File: src/rtl/core/ism_pkg.sv
// ----------------------------------------------------------------------------
// ism_pkg
// Shared codes and field widths for the interval set block.
// ----------------------------------------------------------------------------
package ism_pkg;

  // field widths of the input and result words
  localparam int ACTION_W = 2;
  localparam int STATUS_W = 2;
  localparam int INDEX_W  = 4;
  localparam int COUNT_W  = 5;
  localparam int FIELD_W  = 32;

  typedef logic [ACTION_W-1:0] action_t;
  typedef logic [STATUS_W-1:0] status_t;

  // action codes
  localparam action_t ACT_ADD    = 2'd0;
  localparam action_t ACT_REMOVE = 2'd1;
  localparam action_t ACT_READ   = 2'd2;

  // status codes
  localparam status_t STAT_OK    = 2'd0;
  localparam status_t STAT_FULL  = 2'd1;
  localparam status_t STAT_RANGE = 2'd2;

endpackage

File: src/rtl/core/interval_set_merge_split.sv
// ----------------------------------------------------------------------------
// interval_set_merge_split
// Sorted table of disjoint inclusive ranges with add (merge), remove (split)
// and indexed read, held in a ping-pong memory.
// ----------------------------------------------------------------------------
// Usage: an input word (action, range bounds, entry index) is taken on the
// in_ channel, one result word (status, entry count, entry bounds) leaves on
// the out_ channel for every input word. Swapped bounds are put in order.
// The table lives in one memory split into two banks. An add or remove reads
// every stored entry of the live bank once and writes the new table into
// the other bank; the banks swap only if the new table fits, otherwise
// status is full and nothing changes. An entry that writes two words (an
// insertion point, a split) takes an extra step to write the second word.
// One word is in work at a time; in_ready is high only when the block is
// free.
// The result sits in an output register; while the receiver stalls, the
// block finishes the next word and then holds it until the register frees.
// Reset (rst_n low, synchronous) empties the table and drops any result.
// ----------------------------------------------------------------------------
module interval_set_merge_split #(
  parameter int MAX_RANGES = 16,
  parameter int VALUE_BITS = 32
) (
  input  logic                              clk,
  input  logic                              rst_n,
  input  logic                              in_valid,
  output logic                              in_ready,
  input  logic [ism_pkg::ACTION_W-1:0]      in_action,
  input  logic [ism_pkg::FIELD_W-1:0]       in_range_low,
  input  logic [ism_pkg::FIELD_W-1:0]       in_range_high,
  input  logic [ism_pkg::INDEX_W-1:0]       in_entry_index,
  output logic                              out_valid,
  input  logic                              out_ready,
  output logic [ism_pkg::STATUS_W-1:0]      out_status,
  output logic [ism_pkg::COUNT_W-1:0]       out_entry_count,
  output logic [ism_pkg::FIELD_W-1:0]       out_entry_low,
  output logic [ism_pkg::FIELD_W-1:0]       out_entry_high
);

  localparam int VB    = VALUE_BITS;
  localparam int IDX_W = $clog2(MAX_RANGES);
  localparam int CNT_W = $clog2(MAX_RANGES + 1);
  localparam int WC_W  = $clog2(MAX_RANGES + 2);
  localparam int WF_W  = WC_W + 1;
  localparam int AW    = IDX_W + 1;
  localparam int DEPTH = 2 ** AW;
  localparam logic [WC_W-1:0] WI_SAT   = WC_W'(MAX_RANGES + 1);
  localparam logic [WF_W-1:0] FULL_LIM = WF_W'(MAX_RANGES);

  localparam logic [2:0] S_IDLE = 3'd0;
  localparam logic [2:0] S_RD   = 3'd1;
  localparam logic [2:0] S_PR   = 3'd2;
  localparam logic [2:0] S_PR2  = 3'd3;
  localparam logic [2:0] S_FIN  = 3'd4;
  localparam logic [2:0] S_OUT  = 3'd5;

  // table memory, two banks
  logic [VB-1:0] mem_lo [DEPTH];
  logic [VB-1:0] mem_hi [DEPTH];

  logic [2:0]                   state_r, state_nxt;
  ism_pkg::action_t             op_r, op_nxt;
  logic [VB-1:0]                lo_r, lo_nxt, hi_r, hi_nxt;
  logic [VB-1:0]                qlo_r, qlo_nxt, qhi_r, qhi_nxt;
  logic [ism_pkg::INDEX_W-1:0]  idx_r, idx_nxt;
  logic [CNT_W-1:0]             cnt_r, cnt_nxt, ri_r, ri_nxt;
  logic [WC_W-1:0]              wi_r, wi_nxt;
  logic                         bank_r, bank_nxt, placed_r, placed_nxt;
  ism_pkg::status_t             stat_r, stat_nxt;
  logic                         rd_ok_r, rd_ok_nxt;
  logic                         out_valid_r, out_valid_nxt;
  ism_pkg::status_t             out_status_r, out_status_nxt;
  logic [ism_pkg::COUNT_W-1:0]  out_cnt_r, out_cnt_nxt;
  logic [ism_pkg::FIELD_W-1:0]  out_lo_r, out_lo_nxt, out_hi_r, out_hi_nxt;

  logic [VB-1:0]  rd_lo_r, rd_hi_r;
  logic           rd_en;
  logic [AW-1:0]  rd_addr, wr_addr;
  logic           we;
  logic [VB-1:0]  wr_lo, wr_hi;

  // input bounds cut to the value width and put in order
  logic [VB+ism_pkg::FIELD_W-1:0] lo_ext, hi_ext;
  logic [VB-1:0]                  in_lo_v, in_hi_v;
  assign lo_ext  = {{VB{1'b0}}, in_range_low};
  assign hi_ext  = {{VB{1'b0}}, in_range_high};
  assign in_lo_v = lo_ext[VB-1:0];
  assign in_hi_v = hi_ext[VB-1:0];

  // compares against the stored word, one bit wider so end + 1 never wraps
  logic [VB:0] el1, eh1, lo1, hi1;
  logic        below, above, meets, covered;
  assign el1     = {1'b0, rd_lo_r};
  assign eh1     = {1'b0, rd_hi_r};
  assign lo1     = {1'b0, lo_r};
  assign hi1     = {1'b0, hi_r};
  assign below   = (eh1 + 1'b1) < lo1;
  assign above   = el1 > (hi1 + 1'b1);
  assign meets   = (rd_hi_r >= lo_r) && (rd_lo_r <= hi_r);
  assign covered = (lo_r <= rd_lo_r) && (rd_hi_r <= hi_r);

  // read index checks and misc widening
  logic [CNT_W+ism_pkg::INDEX_W-1:0] idx_c, cnt_c;
  logic [IDX_W+ism_pkg::INDEX_W-1:0] idx_w;
  logic [CNT_W+ism_pkg::COUNT_W-1:0] cnt_rep;
  logic [VB+ism_pkg::FIELD_W-1:0]    rlo_ext, rhi_ext;
  logic                              idx_ok;
  logic [CNT_W-1:0]                  ri_inc;
  logic [WF_W-1:0]                   fin_cnt;
  logic                              add_pend;
  assign idx_c    = {{CNT_W{1'b0}}, in_entry_index};
  assign cnt_c    = {{ism_pkg::INDEX_W{1'b0}}, cnt_r};
  assign idx_ok   = idx_c < cnt_c;
  assign idx_w    = {{IDX_W{1'b0}}, idx_r};
  assign cnt_rep  = {{ism_pkg::COUNT_W{1'b0}}, cnt_r};
  assign rlo_ext  = {{ism_pkg::FIELD_W{1'b0}}, rd_lo_r};
  assign rhi_ext  = {{ism_pkg::FIELD_W{1'b0}}, rd_hi_r};
  assign ri_inc   = ri_r + 1'b1;
  assign add_pend = (op_r == ism_pkg::ACT_ADD) && !placed_r;
  assign fin_cnt  = {1'b0, wi_r} + WF_W'(add_pend);

  assign in_ready = (state_r == S_IDLE);
  assign wr_addr  = {~bank_r, wi_r[IDX_W-1:0]};

  // sequencer
  always_comb begin
    state_nxt      = state_r;
    op_nxt         = op_r;
    lo_nxt         = lo_r;
    hi_nxt         = hi_r;
    qlo_nxt        = qlo_r;
    qhi_nxt        = qhi_r;
    idx_nxt        = idx_r;
    cnt_nxt        = cnt_r;
    ri_nxt         = ri_r;
    wi_nxt         = wi_r;
    bank_nxt       = bank_r;
    placed_nxt     = placed_r;
    stat_nxt       = stat_r;
    rd_ok_nxt      = rd_ok_r;
    out_valid_nxt  = out_valid_r && !out_ready;
    out_status_nxt = out_status_r;
    out_cnt_nxt    = out_cnt_r;
    out_lo_nxt     = out_lo_r;
    out_hi_nxt     = out_hi_r;
    rd_en          = 1'b0;
    rd_addr        = {bank_r, ri_r[IDX_W-1:0]};
    we             = 1'b0;
    wr_lo          = rd_lo_r;
    wr_hi          = rd_hi_r;
    case (state_r)
      S_IDLE: begin
        if (in_valid) begin
          op_nxt     = in_action;
          idx_nxt    = in_entry_index;
          lo_nxt     = (in_lo_v > in_hi_v) ? in_hi_v : in_lo_v;
          hi_nxt     = (in_lo_v > in_hi_v) ? in_lo_v : in_hi_v;
          ri_nxt     = '0;
          wi_nxt     = '0;
          placed_nxt = 1'b0;
          stat_nxt   = ism_pkg::STAT_OK;
          rd_ok_nxt  = 1'b0;
          if (in_action == ism_pkg::ACT_READ) begin
            if (idx_ok) begin
              rd_ok_nxt = 1'b1;
              state_nxt = S_RD;
            end else begin
              stat_nxt  = ism_pkg::STAT_RANGE;
              state_nxt = S_OUT;
            end
          end else if (in_action == ism_pkg::ACT_ADD ||
                       in_action == ism_pkg::ACT_REMOVE) begin
            state_nxt = (cnt_r == '0) ? S_FIN : S_RD;
          end else begin
            state_nxt = S_OUT;
          end
        end
      end
      S_RD: begin
        rd_en = 1'b1;
        if (op_r == ism_pkg::ACT_READ) begin
          rd_addr   = {bank_r, idx_w[IDX_W-1:0]};
          state_nxt = S_OUT;
        end else begin
          state_nxt = S_PR;
        end
      end
      S_PR: begin
        state_nxt = (ri_inc == cnt_r) ? S_FIN : S_RD;
        ri_nxt    = ri_inc;
        if (op_r == ism_pkg::ACT_ADD) begin
          if (placed_r || below) begin
            we = 1'b1;
          end else if (above) begin
            // new range goes in front of this entry
            we         = 1'b1;
            wr_lo      = lo_r;
            wr_hi      = hi_r;
            placed_nxt = 1'b1;
            qlo_nxt    = rd_lo_r;
            qhi_nxt    = rd_hi_r;
            state_nxt  = S_PR2;
            ri_nxt     = ri_r;
          end else begin
            // overlapping or touching entry folds into the range
            if (rd_lo_r < lo_r) lo_nxt = rd_lo_r;
            if (rd_hi_r > hi_r) hi_nxt = rd_hi_r;
          end
        end else begin
          if (!meets) begin
            we = 1'b1;
          end else if (rd_lo_r == rd_hi_r || covered) begin
            we = 1'b0;
          end else if (rd_lo_r < lo_r) begin
            // left leftover, right leftover follows if the entry splits
            we    = 1'b1;
            wr_lo = rd_lo_r;
            wr_hi = lo_r - 1'b1;
            if (rd_hi_r > hi_r) begin
              qlo_nxt   = hi_r + 1'b1;
              qhi_nxt   = rd_hi_r;
              state_nxt = S_PR2;
              ri_nxt    = ri_r;
            end
          end else begin
            we    = 1'b1;
            wr_lo = hi_r + 1'b1;
            wr_hi = rd_hi_r;
          end
        end
      end
      S_PR2: begin
        we        = 1'b1;
        wr_lo     = qlo_r;
        wr_hi     = qhi_r;
        ri_nxt    = ri_inc;
        state_nxt = (ri_inc == cnt_r) ? S_FIN : S_RD;
      end
      S_FIN: begin
        if (add_pend) begin
          we    = 1'b1;
          wr_lo = lo_r;
          wr_hi = hi_r;
        end
        if (fin_cnt > FULL_LIM) begin
          stat_nxt = ism_pkg::STAT_FULL;
        end else begin
          bank_nxt = ~bank_r;
          cnt_nxt  = fin_cnt[CNT_W-1:0];
        end
        state_nxt = S_OUT;
      end
      S_OUT: begin
        if (!out_valid_r || out_ready) begin
          out_valid_nxt  = 1'b1;
          out_status_nxt = stat_r;
          out_cnt_nxt    = cnt_rep[ism_pkg::COUNT_W-1:0];
          out_lo_nxt     = rd_ok_r ? rlo_ext[ism_pkg::FIELD_W-1:0] : '0;
          out_hi_nxt     = rd_ok_r ? rhi_ext[ism_pkg::FIELD_W-1:0] : '0;
          state_nxt      = S_IDLE;
        end
      end
      default: begin
        state_nxt = S_IDLE;
      end
    endcase
    // write count saturates one past the table size
    if (we && wi_r != WI_SAT) wi_nxt = wi_r + 1'b1;
  end

  // table memory ports, writes past the table size are dropped
  always_ff @(posedge clk) begin
    if (we && ({1'b0, wi_r} < FULL_LIM)) begin
      mem_lo[wr_addr] <= wr_lo;
      mem_hi[wr_addr] <= wr_hi;
    end
    if (rd_en) begin
      rd_lo_r <= mem_lo[rd_addr];
      rd_hi_r <= mem_hi[rd_addr];
    end
  end

  // control registers
  always_ff @(posedge clk) begin
    if (!rst_n) begin
      state_r     <= S_IDLE;
      cnt_r       <= '0;
      bank_r      <= 1'b0;
      out_valid_r <= 1'b0;
    end else begin
      state_r     <= state_nxt;
      cnt_r       <= cnt_nxt;
      bank_r      <= bank_nxt;
      out_valid_r <= out_valid_nxt;
    end
  end

  // working and result registers
  always_ff @(posedge clk) begin
    op_r         <= op_nxt;
    lo_r         <= lo_nxt;
    hi_r         <= hi_nxt;
    qlo_r        <= qlo_nxt;
    qhi_r        <= qhi_nxt;
    idx_r        <= idx_nxt;
    ri_r         <= ri_nxt;
    wi_r         <= wi_nxt;
    placed_r     <= placed_nxt;
    stat_r       <= stat_nxt;
    rd_ok_r      <= rd_ok_nxt;
    out_status_r <= out_status_nxt;
    out_cnt_r    <= out_cnt_nxt;
    out_lo_r     <= out_lo_nxt;
    out_hi_r     <= out_hi_nxt;
  end

  assign out_valid       = out_valid_r;
  assign out_status      = out_status_r;
  assign out_entry_count = out_cnt_r;
  assign out_entry_low   = out_lo_r;
  assign out_entry_high  = out_hi_r;

  // checks
  a_cnt_bound: assert property (@(posedge clk) disable iff (!rst_n)
    {1'b0, cnt_r} <= {1'b0, FULL_LIM[CNT_W-1:0]})
    else $error("stored count above table size");

  a_one_word: assert property (@(posedge clk) disable iff (!rst_n)
    (in_valid && in_ready) |=> !in_ready)
    else $error("second word taken while busy");

  a_second_write: assert property (@(posedge clk) disable iff (!rst_n)
    (state_r == S_PR2) |-> ($past(state_r) == S_PR))
    else $error("second write without a processed entry");

  a_swap_on_fit: assert property (@(posedge clk) disable iff (!rst_n)
    (state_r == S_FIN && fin_cnt > FULL_LIM) |=> $stable(bank_r))
    else $error("bank swapped on a full table");

endmodule

File: config.mk
export PLATFORM = sky130hd
export DESIGN_NAME = interval_set_merge_split
export DESIGN_NICKNAME = d
export VERILOG_FILES = /design/src/rtl/core/ism_pkg.sv /design/src/rtl/core/interval_set_merge_split.sv
export SDC_FILE = /design/constraint.sdc
export NUM_CORES = 2
export LEC_CHECK = 0
export BUFFER_PORTS_ARGS = -buffer_cell sky130_fd_sc_hd__buf_2
export CORE_UTILIZATION = 55
export DETAILED_ROUTE_END_ITERATION = 6
export GPL_TIMING_DRIVEN = 0
export MAX_ROUTING_LAYER = met4
export PLACE_DENSITY_LB_ADDON = 0.12
export REMOVE_ABC_BUFFERS = 1
export SKIP_LAST_GASP = 1
export SLEW_MARGIN = 5
export SYNTH_ARGS = -nofsm -noshare
export SYNTH_HDL_FRONTEND = slang
export SYNTH_SLANG_ARGS = --single-unit
File: constraint.sdc
create_clock -name clk -period 16 [get_ports clk]
set_input_delay 4 -clock clk [delete_from_list [all_inputs] [get_ports clk]]
set_output_delay 4 -clock clk [all_outputs]
set_load 0.02 [all_outputs]
==> Word level (Yosys, flattened, before mapping) <==
Memories as Yosys holds them, arrays and structs flattened. A register that Yosys moved wholly into a read port is not among the register bits.
Index checks and enable logic that the tools add are counted.
{ "word_totals": {"mem_count": 2, "regBits": 229, "in_bits": 74, "ramBits": 2048} }
{ "classes": {"reduce_logical": 36, "order_cmp": 12, "n_bitwise": 2, "n_eq_ne": 25, "add_sub_neg": 7, "n_mux": 95} }
{ "memory_table": {"columns": ["name", "words", "word_bits", "rd", "rd_clocked_by_memory_dff", "wr", "line", "text"], "rows": [
  ["mem_hi", 32, 32, 1, 1, 1, "interval_set_merge_split.sv:59", "logic [VB-1:0] mem_hi [DEPTH];"],
  ["mem_lo", 32, 32, 1, 1, 1, "interval_set_merge_split.sv:58", "logic [VB-1:0] mem_lo [DEPTH];"]
]} }
{ "op_table": {"columns": ["op", "count"], "rows": [
  ["$mux 32", 39],
  ["$pmux 32 s3", 2],
  ["$pmux 32 s2", 2],
  ["$le 32x32->1", 3],
  ["$add 32x1->33 const B", 2],
  ["$gt 32x32->1", 2],
  ["$mux 5", 10],
  ["$mux 3", 15],
  ["$gt 32x33->1", 1],
  ["$lt 33x32->1", 1],
  ["$add 32x1->32 const B", 1],
  ["$eq 32x32->1", 1],
  ["$ge 32x32->1", 1],
  ["$lt 32x32->1", 1],
  ["$sub 32x1->32 const B", 1],
  ["$ne 2x2->1 const B", 12],
  ["$pmux 3 s6", 1],
  ["$mux 1", 16],
  ["$pmux 5 s3", 1],
  ["$reduce_bool 2->1", 7],
  ["$reduce_and 6->1", 2],
  ["$add 5x1->5 const B", 2],
  ["$reduce_and 2->1", 5],
  ["$mux 2", 4],
  ["29 further kinds", 45]
]} }

==> Depth between registers and ports, before layout <==
{ "logic_depth": {"word_depth": 10, "mapped_depth": 23} }

==> Worst setup path before layout <==
Ideal clock, no wire load.
{ "synth_timing": {"path_kind": "register to register", "from": "register hi_r[11]", "to": "memory mem_hi[22][0] (netlist bit) (enable)", "path_stages_with_launch": 18, "period_less_slack_ps": 8651, "setup_slack_ps": 7349, "n_path_buf": 3, "arrival_time_ps": 8070, "t_required_ps": 15419, "cell_sequence": "edfxtp_1 > inv_2 > or4_1 > buf_2 > or3_1 > buf_2 > nor2_1 > xnor2_1 > ha_1 > inv_1 > or3_1 > a41o_1 > a211oi_1 > a22o_1 > and2_1 > o211ai_1 > buf_2 > a211oi_1"} }
{ "synth_between": {"elab_chain_cells": 10} }
{ "synth_rtl": {"columns": ["element", "line", "text"], "rows": [
  ["from (decl)", "interval_set_merge_split.sv:63", "logic [VB-1:0] lo_r, lo_nxt, hi_r, hi_nxt;"],
  ["from (signal assigned)", "interval_set_merge_split.sv:302", "hi_r <= hi_nxt;"],
  ["branches (longest 5 deep; another with $add 32x1->33)", null, null],
  ["$mux 1 (*)", "interval_set_merge_split.sv:191", "if (op_r == ism_pkg::ACT_ADD) begin"],
  ["$pmux 1 s3 (*)", "interval_set_merge_split.sv:151", "case (state_r)"],
  ["$logic_and 1x1->1 (*)", "interval_set_merge_split.sv:273", "if (we && ({1'b0, wi_r} < FULL_LIM)) begin"],
  ["$mux 1 (*)", "interval_set_merge_split.sv:273", null],
  ["$mux 1 (implied by the code) (*)", "interval_set_merge_split.sv:275", "mem_hi[wr_addr] <= wr_hi;"],
  ["to (decl)", "interval_set_merge_split.sv:59", null]
]} }
Every way passes the cells marked *.

==> Worst setup path after layout <==
{ "layout_timing": {"from": "input port in_range_high[17] (netlist bit)", "to": "register lo_r[10], data pin"} }
{ "layout_between": {"elab_chain_cells": 4} }
{ "layout_rtl": {"columns": ["element", "line", "text"], "rows": [
  ["from (decl)", "interval_set_merge_split.sv:30", "input logic [ism_pkg::FIELD_W-1:0] in_range_high,"],
  ["$gt 32x32->1", "interval_set_merge_split.sv:156", "lo_nxt = (in_lo_v > in_hi_v) ? in_hi_v : in_lo_v;"],
  ["$mux 32", "interval_set_merge_split.sv:156", null],
  ["$mux 32", "interval_set_merge_split.sv:153", "if (in_valid) begin"],
  ["$pmux 32 s2", "interval_set_merge_split.sv:151", null],
  ["net lo_nxt[10]", "interval_set_merge_split.sv:63", null],
  ["to (signal assigned)", "interval_set_merge_split.sv:301", "lo_r <= lo_nxt;"],
  ["to (decl)", "interval_set_merge_split.sv:63", null]
]} }
The timed path passes the listed nets, and every way through them passes these cells. The select of a mux whose other input is x is not followed.
A chain may end at the register's enable or synchronous reset.

==> impl_metrics.csv <==
group,metric,value,unit
critical_path,crit_fanout,30,
cts,clock-sinks,2341,
die,die-area,0.187,mm2
critical_path,crit_path_max_incr_delay,660,ps
sta,hold_slack,456,ps
synthesis,syn_inst,6421,
routing,antenna_left,0,
routing,vias,62500,
critical_path,cp.required,16570,ps
place,hpwl,210000,um
layout,layout-drive-gt1-share,0.214,
cts,numCtsBuffers,226,
global_route,grt_pass1_vias,61600,
layout,layout.nets,7014,
cts,cts_buffer_depth,3,
worst_hold_path,hold_path_end,"out_status[1]",
place,post-place-ws,7600,ps
critical_path,endpoint_kind,"flop",
worst_hold_path,hold_path_depth,0,
routing,first_pass_iters,7,
critical_path,path_class,"primary input to flop",
routing,drt-initial-drc-count,8287,
cts,h-tree-depth,4,
run_status,status,"complete, but fails checks",
synthesis,syn_area_per_cell,15.9,um2
cts,hold_buffers,0,
sta,fin_crit,7860,ps
power_and_ir_drop,p_leak,39.9,nW
global_route,grt_max_degree,80,
critical_path,cp_top_family,"simple AND/OR/NAND/NOR gates",
critical_path,rr_worst_depth,25,
critical_path,cp_cell_sequence,"buf_2, inv_1, ha_1, nand4_1, nor4_2, buf_4, nand4_1, and3_1, a21oi_4, buf_12, nand3_1, a31oi_1",
cts,ctsResizeCount,0,
synthesis,synth_top_cell_by_area,"edfxtp_1",
critical_path,path_common_cell,"nand4_1",
synthesis,synthArstFlopShare,0,
global_route,antenna_found_initial,52,
routing,viasPerCell,6.65,
sta,layout_setup_ws,8140,ps
synthesis,synth_most_common_cell,"edfxtp_1",
synthesis,synth_ff_type,"edfxtp_1",
global_route,grt.overflow.total,0,
sta,slew-limit-headroom,0.152,
flow_run,cap_violations,0,
routing,remaining_drc_errors,25,
routing,wirelength,309000,um
layout,area_growth,17.5,%
sta,hold_viol,0,
worst_hold_path,hp-class,"flop to flop",
place,routabilityCongestion,0.948,
global_route,grt_usage,0.343,
worst_hold_path,hold_start,"stat_r[1]",
sta,slew_violations,0,
cts,clockRootBuffer,"clkbuf_16",
die,die_h,433,um
sta,finClkSkew,54.9,ps
power_and_ir_drop,ir_drop,0.133,mV
critical_path,crit_arrival,8430,ps
sta,fmax,0.127,GHz
synthesis,yosysSeqAreaShare,0.687,
sta,final-setup-viol-count,0,
synthesis,netlist.area_leader.share,0.685,
run_status,violations,"design-rule violations",
sta,fin_crit_sh,0.491,
die,start_util,0.556,
sta,worstMarginPinSlew,1260,ps
synthesis,ys_ff_latch,2341,
synthesis,netlist_area,0.102,mm2
critical_path,critical-path-slowest-cell,"a31oi_1",
critical_path,timing.rr.start,"rd_hi_r[2]",
critical_path,worst-path-buf-inv,4,
cts,cts_tree,"yes",
synthesis,ys_types,74,
die,core_area,0.184,mm2
synthesis,synthTopCellsByCount,"edfxtp_1 (2,331), nand2_1 (747), mux4_2 (512), nand3_1 (444), clkbuf_1 (319)",
power_and_ir_drop,p_per_area,178,mW/mm2
die,rows,157,
critical_path,reg2reg_to,"mem_hi[4][21]",
cts,post_cts.repair.setup_buffers,0,
synthesis,synth.area.top_cells,"edfxtp_1 (69%), mux4_2 (11%), ha_1 (2.9%), nand2_1 (2.7%), nand3_1 (2.2%)",
critical_path,r2r_slack,8160,ps
synthesis,synth_edf_count,2331,
sta,rsz0062_at_grt,"false",
global_route,grt_pass1_wl,441000,um
synthesis,yosys_warnings,0,
critical_path,critPathLaunchType,"primary input",
cts,clk_latency,920,ps
die,pin_count,147,
routing,routedWlPerCell,32.9,um
place,port_buffers,146,
cts,clkTransAtPathRegs,60,ps
die,die_w,433,um
-- layer usage --
metal	GRT usage	share of wire
met1	0.441	0.38
met4	0.154	0.048
met5	-	0
met3	0.0560	0.088
met2	0.542	0.49
-- logic make-up after synthesis --
| family | Yosys count | synth area share |
|---|---|---|
| XOR/XNOR | 133 | 0.0116 |
| flip-flops | 2341 | 0.687 |
| AND/OR/NAND/NOR | 1727 | 0.0780 |
| buffers and inverters | 605 | 0.0232 |
| multiplexers | 556 | 0.117 |
| adder cells (fa/ha/maj) | 235 | 0.0288 |
| AO/OA/AOI/OAI | 824 | 0.0538 |
-- worst max path at each step --
stage | start | to | slack, ps | cells after the start
after global routing | rd_hi_r[2] | mem_hi[4][21] | 7800 | 25
after CTS | rd_hi_r[2] | mem_hi[4][21] | 8310 | 25
after floorplan | state_r[2] | rd_hi_r[0] | -34600 | 7
after global placement | state_r[0] | rd_lo_r[19] | -59310 | 8
after detailed placement | in_range_high[17] | lo_r[10] | 7600 | 12
final | in_range_high[17] | lo_r[10] | 8140 | 12
-- through the flow --
stage / power [mW] / std cells / setup TNS (ps) / instance area, um2 / utilization
5_1_grt: 22.2 / 9388 / 0 / 120000 / 0.653
3_3_place_gp: 16.8 / 8584 / - / 104000 / 0.567
3_5_place_dp: 16.3 / 8941 / 0 / 113000 / 0.615
4_1_cts: 21.4 / 9360 / 0 / 120000 / 0.653
2_1_floorplan: 14.9 / 5974 / -2214330 / 100000 / -
6_report: 21.4 / 9397 / 0 / 120000 / 0.653
-- state kept, by name (all words and copies together), names as in the netlist, 2 cells and up --
signal	count
out_status	2
op_r	2
wi_r	5
idx_r	4
rd_hi_r	32
stat_r	2
out_entry_count	5
out_entry_low	32
mem_hi	1024
state_r	3
rd_lo_r	32
ri_r	5
out_entry_high	32
qlo_r	32
mem_lo	1024
qhi_r	32
cnt_r	5
lo_r	32
hi_r	32
-- worst reg2reg max path: cells and delay by family (launching register included) --
family | cells | cell delay, ps
and+or+nand+nor | 15 | 3490
buffers and inverters | 6 | 1450
AOI/OAI and AO/OA | 2 | 1120
DFF | 1 | 960
adders and majority gates | 1 | 320
xor gates and xnor gates | 1 | 190
-- where the power goes --
group	internal (mW)	leakage (nW)	switching, mW
logic	2.93	15.3	4.50
registers	8.31	21.2	0.551
clock network	2.77	3.41	2.33
total	14.0	39.9	7.38
-- cells in the final DEF, fill, tap and decap left out, drive strengths merged, types with 29 or more instances in the layout --
cell / n
a211oi: 51
a21o: 30
a21oi: 200
a221oi: 36
a311oi: 34
a31oi: 69
and2: 72
buf: 503
clkbuf: 281
clkinv: 119
diode: 37
edfxtp: 2331
ha: 235
inv: 162
mux2i: 42
mux4: 512
nand2: 747
nand3: 444
nand4: 57
nor2: 201
nor3: 36
nor4: 81
o211ai: 72
o21ai: 180
o221a: 31
o221ai: 29
xnor2: 112
-- layout make-up --
| type | instances | area [um2] |
|---|---|---|
| clock inverter | 138 | 1120 |
| multi-input combinational | 3475 | 30700 |
| clock buffer | 281 | 5900 |
| sequential | 2341 | 70200 |
| timing repair buffer | 503 | 8310 |
| fill | 12500 | 63700 |
| inverter | 158 | 593 |
| antenna | 37 | 92.6 |
| tap | 2464 | 3080 |
(Power assumes the default switching activity.)
